File: src/rtl/core/ffa_pkg.sv
// ----------------------------------------------------------------------------
// ffa_pkg
// Shared codes and controller/datapath interface types of the first-fit
// free-list allocator.
// ----------------------------------------------------------------------------
package ffa_pkg;

  localparam logic [1:0] ACT_ALLOC = 2'd0;
  localparam logic [1:0] ACT_FREE  = 2'd1;
  localparam logic [1:0] ACT_INIT  = 2'd2;

  localparam logic [1:0] ST_OK     = 2'd0;
  localparam logic [1:0] ST_NOFIT  = 2'd1;
  localparam logic [1:0] ST_NOADDR = 2'd2;
  localparam logic [1:0] ST_FULL   = 2'd3;

  localparam logic [1:0] REG_MEM_SIZE = 2'd0;
  localparam logic [1:0] REG_HDR_SIZE = 2'd1;

  localparam logic [16:0] MEM_SIZE_RST = 17'd65536;

  typedef struct packed {
    logic       load;
    logic       init;
    logic       fscan;
    logic       tscan;
    logic       fail;
    logic [1:0] fail_code;
    logic       commit;
    logic       shdn;
    logic       trd;
    logic       shup_start;
    logic       shup;
    logic       ins;
    logic       publish;
  } ffa_cmd_t;

  typedef struct packed {
    logic [1:0] op;
    logic       fhit;
    logic       fmiss;
    logic       tdone;
    logic       slot_ok;
    logic       exact;
    logic       list_full;
    logic       shdn_done;
    logic       shup_done;
    logic       out_busy;
  } ffa_stat_t;

endpackage

File: src/rtl/core/ffa_ctrl.sv
// ----------------------------------------------------------------------------
// ffa_ctrl
// Sequencer of the allocator: free-list walk, table walk, decision, list
// shift and result hand-off.
// ----------------------------------------------------------------------------
module ffa_ctrl (
  input  logic             clk_i,
  input  logic             rst_ni,
  input  logic             in_valid_i,
  input  logic [1:0]       in_action_i,
  output logic             in_ready_o,
  input  ffa_pkg::ffa_stat_t stat_i,
  output ffa_pkg::ffa_cmd_t  cmd_o
);
  import ffa_pkg::*;

  localparam logic [3:0] S_INIT   = 4'd0;
  localparam logic [3:0] S_IDLE   = 4'd1;
  localparam logic [3:0] S_INITOP = 4'd2;
  localparam logic [3:0] S_FSCAN  = 4'd3;
  localparam logic [3:0] S_TSCAN  = 4'd4;
  localparam logic [3:0] S_TDEC   = 4'd5;
  localparam logic [3:0] S_TRD    = 4'd6;
  localparam logic [3:0] S_SHUPS  = 4'd7;
  localparam logic [3:0] S_SHUP   = 4'd8;
  localparam logic [3:0] S_INS    = 4'd9;
  localparam logic [3:0] S_SHDN   = 4'd10;
  localparam logic [3:0] S_PUB    = 4'd11;

  logic [3:0] state_q, state_d;

  always_ff @(posedge clk_i or negedge rst_ni) begin
    if (!rst_ni) begin
      state_q <= S_INIT;
    end else begin
      state_q <= state_d;
    end
  end

  always_comb begin
    state_d    = state_q;
    cmd_o      = '0;
    in_ready_o = 1'b0;
    unique case (state_q)
      S_INIT: begin
        cmd_o.init = 1'b1;
        state_d    = S_IDLE;
      end
      S_IDLE: begin
        in_ready_o = 1'b1;
        if (in_valid_i) begin
          cmd_o.load = 1'b1;
          unique case (in_action_i)
            ACT_ALLOC: state_d = S_FSCAN;
            ACT_FREE:  state_d = S_TSCAN;
            ACT_INIT:  state_d = S_INITOP;
            default:   state_d = S_PUB;
          endcase
        end
      end
      S_INITOP: begin
        cmd_o.init = 1'b1;
        state_d    = S_PUB;
      end
      S_FSCAN: begin
        cmd_o.fscan = 1'b1;
        if (stat_i.fhit) begin
          state_d = S_TSCAN;
        end else if (stat_i.fmiss) begin
          state_d = S_PUB;
        end
      end
      S_TSCAN: begin
        cmd_o.tscan = 1'b1;
        if (stat_i.tdone) begin
          state_d = S_TDEC;
        end
      end
      S_TDEC: begin
        if (stat_i.op == ACT_ALLOC) begin
          if (!stat_i.slot_ok) begin
            cmd_o.fail      = 1'b1;
            cmd_o.fail_code = ST_FULL;
            state_d         = S_PUB;
          end else begin
            cmd_o.commit = 1'b1;
            state_d      = stat_i.exact ? S_SHDN : S_PUB;
          end
        end else if (!stat_i.slot_ok) begin
          cmd_o.fail      = 1'b1;
          cmd_o.fail_code = ST_NOADDR;
          state_d         = S_PUB;
        end else if (stat_i.list_full) begin
          cmd_o.fail      = 1'b1;
          cmd_o.fail_code = ST_FULL;
          state_d         = S_PUB;
        end else begin
          state_d = S_TRD;
        end
      end
      S_TRD: begin
        cmd_o.trd = 1'b1;
        state_d   = S_SHUPS;
      end
      S_SHUPS: begin
        cmd_o.shup_start = 1'b1;
        state_d          = S_SHUP;
      end
      S_SHUP: begin
        cmd_o.shup = 1'b1;
        if (stat_i.shup_done) begin
          state_d = S_INS;
        end
      end
      S_INS: begin
        cmd_o.ins = 1'b1;
        state_d   = S_PUB;
      end
      S_SHDN: begin
        cmd_o.shdn = 1'b1;
        if (stat_i.shdn_done) begin
          state_d = S_PUB;
        end
      end
      S_PUB: begin
        if (!stat_i.out_busy) begin
          cmd_o.publish = 1'b1;
          state_d       = S_IDLE;
        end
      end
      default: begin
        state_d = S_INIT;
      end
    endcase
  end

endmodule

File: config.mk
export PLATFORM = sky130hd
export DESIGN_NAME = ffa_ctrl
export DESIGN_NICKNAME = d
export VERILOG_FILES = /design/src/rtl/core/ffa_pkg.sv /design/src/rtl/core/ffa_ctrl.sv
export SDC_FILE = /design/constraint.sdc
export NUM_CORES = 1
export LEC_CHECK = 0
export BUFFER_PORTS_ARGS = -buffer_cell sky130_fd_sc_hd__buf_2
export CAP_MARGIN = 20
export CORE_MARGIN = 2
export CORE_UTILIZATION = 35
export DETAILED_ROUTE_END_ITERATION = 16
export PLACE_DENSITY = 0.67
export RECOVER_POWER = 25
export SYNTH_ARGS = -nofsm -noshare
export SYNTH_HDL_FRONTEND = slang
export SYNTH_SLANG_ARGS = --single-unit
File: constraint.sdc
create_clock -name clk_i -period 1.75 [get_ports clk_i]
set_clock_uncertainty 0.05 [all_clocks]
set_input_delay 0.175 -clock clk_i [delete_from_list [all_inputs] [get_ports clk_i]]
set_output_delay 0.175 -clock clk_i [all_outputs]
set_load 0.01 [all_outputs]
==> impl_summary.log <==
INFO  metric run_status = complete, no violations
INFO  metric timing.setup.tns = 0 ns
INFO  metric worstReg2RegStart = state_q[1]$_DFFE_PN0P_
INFO  metric postRouteWirelength = between 1.5 and 2 mm
INFO  metric ranking_of_synthesized_cells_by_area = sky130_fd_sc_hd__dfrtp_1 16%, sky130_fd_sc_hd__ha_1 6.2%, sky130_fd_sc_hd__nor2_1 4.9%, sky130_fd_sc_hd__o32ai_4 4.5%, sky130_fd_sc_hd__inv_1 4.3%
INFO  metric largest_register_ffs = 4
INFO  metric yosys.cell_count.top_type = sky130_fd_sc_hd__nor2_1
INFO  metric cts-root-to-sink-buffers = 2
INFO  metric area_growth_syn_to_layout = 37.78%
INFO  metric die_area = ~2100 sq um
INFO  metric post-route-period-util = between 90% and 100%
INFO  metric detailedRoute.firstPassIterationCount = 3
INFO  metric routed_via_density = 5.425
INFO  metric synth_compound_area_share = between 20% and 30%
INFO  metric power-per-cell-area = around 1500 nW/um^2
INFO  metric grt-ovfl-total = 0
INFO  metric postSynthRegisterBits = 4
INFO  metric setup-violations-final = 0
INFO  metric power.leakage = between 0.0004 and 0.0005 uW
INFO  metric clk_root_buffer_cell = sky130_fd_sc_hd__clkbuf_4
INFO  metric async_set_reset_flop_share_out_of_synthesis = between 90% and 100%
INFO  metric grtUsageTotal = roughly 17%
INFO  metric grt_first_pass_wirelength = 2.663 mm
INFO  metric worst_hold_startpoint = stat_i[6]
INFO  metric synth.distinct_cells = 34
INFO  metric cts_made_buffers = 3
INFO  metric ys_warn_count = 0
INFO  metric setup.worst_path.class = register to output pin
INFO  metric max_slew.worst_pin.slew = a little under 0.4 ns
INFO  metric cts-htree-levels = 1
INFO  metric synth_ff_type = sky130_fd_sc_hd__dfrtp_1
INFO  metric syn-instance-count = 76
INFO  metric netlist.top_cell.by_area = sky130_fd_sc_hd__dfrtp_1
INFO  metric drt_iter0_drc = 16
INFO  metric worst-endpoint-arrival = roughly 1.5 ns
INFO  metric synth_top_family_by_area = simple AND/OR/NAND/NOR gates
INFO  metric detail-route-antenna-nets = 0
INFO  metric clk-insertion-delay-late = 0.24 ns
INFO  metric synthSimpleGateAreaFrac = approximately 32%
INFO  metric tritoncts = done
INFO  metric synth.top_cells.by_count = 8 x sky130_fd_sc_hd__nor2_1, 7 x sky130_fd_sc_hd__inv_1, 5 x sky130_fd_sc_hd__a21oi_1, 5 x sky130_fd_sc_hd__nor3_1
INFO  metric finalHoldWorstSlack = around 0.20 ns
INFO  metric maxCapViolCount = 0
INFO  metric drv_slew = 0
INFO  metric std_cell_rows = 15
INFO  metric chipWidth = about 46 um
INFO  metric regToRegEndpoint = state_q[2]$_DFFE_PN0P_
INFO  metric critical_path_required = 1.52 ns
INFO  metric synth.area.mux_share = between 5 and 6%
INFO  metric pin_count_of_the_biggest_net_entering_global_routing = 18
INFO  metric postPlaceCellArea = 797.0 sq um
INFO  metric yosys.area_share.adder = ~6.2%
INFO  metric hold_path_class = input port to register
INFO  metric top_level_ports = 31
INFO  metric detail_route.drc_violations = 0
INFO  metric synthesis.nets = 95
INFO  metric synth.cell_area = 609.3 sq um
INFO  metric num_vias = a little under 700
INFO  metric worst_hold_path.endpoint = state_q[2]$_DFFE_PN0P_
INFO  metric place_hpwl = between 1 and 1.5 mm
INFO  metric rsz_0062_raised_after_global_routing = true
INFO  metric critical_path.startpoint_type = register
INFO  metric slew_headroom = about 74%
INFO  metric layout_top_registers = state_q x4
INFO  metric post_route_cells_drive_above_1_share = between 40% and 50%
INFO  metric critPathCaptureType = output pin
INFO  metric antenna-diode-count = 0
INFO  metric synth_xor_xnor_area_share = 0%
INFO  metric fmax = 572.9 MHz
INFO  metric hold-path-cell-count = 3
INFO  metric syn-mean-instance-area = roughly 8.0 sq um
INFO  metric numPortBuffers = 30
INFO  metric max_flop_register = state_q
INFO  metric ir_drop = 0.0007202 V
INFO  metric grt_pass1_vias = approximately 630
INFO  metric design_area = roughly 840 sq um
INFO  metric critical_path_peak_fanout = 6
INFO  metric ff2ff_path_depth = 5
INFO  metric final_period_minus_worst_setup_slack = roughly 1.7 ns
INFO  metric place.gp.congestion = 0.9018
INFO  metric seq_area_frac_synth = 16.43%
INFO  metric die_h = between 40 and 50 um
INFO  metric fin_nets = 131
INFO  metric avgRoutedWirePerCell = approximately 13 um
INFO  metric core_region_area = approximately 1700 sq um
INFO  metric grt_antenna_before_repair = 0
INFO  metric synth.top_cell.area_share = between 15 and 20%
INFO  metric reg2reg_slack = 0.07 ns
INFO  metric clk_pin_slew = ~0.030 ns
INFO  metric clkSinkCount = 4
INFO  metric count_of_flip_flops_with_a_built_in_enable_after_synthesis = 0
INFO  metric hold_viol_final = 0
INFO  metric start_util = ~36%
## worst max path at each step
stage	to	slack [ns]	from	cells after the start
after floorplan	state_q[2]$_DFFE_PN0P_	0.10	state_q[1]$_DFFE_PN0P_	5
after global placement	state_q[2]$_DFFE_PN0P_	0.15	state_q[1]$_DFFE_PN0P_	4
after detailed placement	state_q[1]$_DFFE_PN0P_	0.06	state_q[0]$_DFFE_PN0P_	5
after CTS	cmd_o[13]	0.0002	state_q[2]$_DFFE_PN0P_	4
after global routing	cmd_o[13]	-0.08	state_q[2]$_DFFE_PN0P_	4
final	cmd_o[13]	0.004	state_q[2]$_DFFE_PN0P_	4
## cell usage in the layout, fill, tap and decap left out, drive strengths merged, types with 3 or more instances in the layout
cell / instances
nand2: 4
nor2: 8
dfrtp: 4
inv: 7
a21oi: 5
nor2b: 4
or2: 3
nor3: 5
clkbuf: 5
ha: 3
buf: 34
## timing repair
action / CTS / global route
setup buffers: 0 / 0
hold endpoints to repair: 4 / 0
pin swaps: 1 / 1
gates resized for setup: 0 / 4
endpoints found under the setup margin: 1 / 5
hold buffers: 1 / 0
## report_power, final
group / leakage, uW / switching, uW / internal [uW] / total (uW)
combinational: 0.000376 / 514 / 441 / 956
clock: 0.0000138 / 43.5 / 77.1 / 121
sequential: 0.0000446 / 47.9 / 142 / 190
total: 0.000434 / 606 / 660 / 1270
## worst max-delay path, cell delays in order (launching register included)
cell,delay [ns]
sky130_fd_sc_hd__dfrtp_2,0.43
sky130_fd_sc_hd__or4b_4,0.54
sky130_fd_sc_hd__inv_1,0.08
sky130_fd_sc_hd__and2_1,0.11
sky130_fd_sc_hd__buf_2,0.12
## cell families after synthesis
kind of cell,after synthesis
and+or+nand+nor,34
AOI/OAI and AO/OA,19
buffers and inverters,13
DFF,4
muxes,3
adders and majority gates,3
## layer usage
layer  GRT usage (%)  routed length [um]  vias up
li1                -                   -      343
met3           1.587                 112        4
met4           7.429                  30        0
met5               0                   0        -
met1           20.14                 738      311
met2           32.11                 807       31
## through the flow
stage / instances / power, uW / util [%] / setup slack [ns]
after floorplan: 76 / 854.7 / - / 0.1030
after global placement: 123 / 1095 / 47.19 / 0.1519
after detailed placement: 123 / 1123 / 47.19 / 0.06351
after CTS: 127 / 1247 / 49.11 / 0.0002182
after global routing: 127 / 1363 / 49.70 / -0.07650
final: 127 / 1266 / 49.70 / 0.004469
## cell type report
| class | instances | area [sq um] |
|---|---|---|
| Timing Repair Buffer | 37 | 215.2 |
| Multi-Input combinational cell | 59 | 452.9 |
| Clock buffer | 3 | 22.52 |
| Fill cell | 174 | 849.6 |
| Tap cell | 17 | 21.27 |
| Inverter | 7 | 26.28 |
| Sequential cell | 4 | 101.3 |
Power figures use the tool's default switching activity.
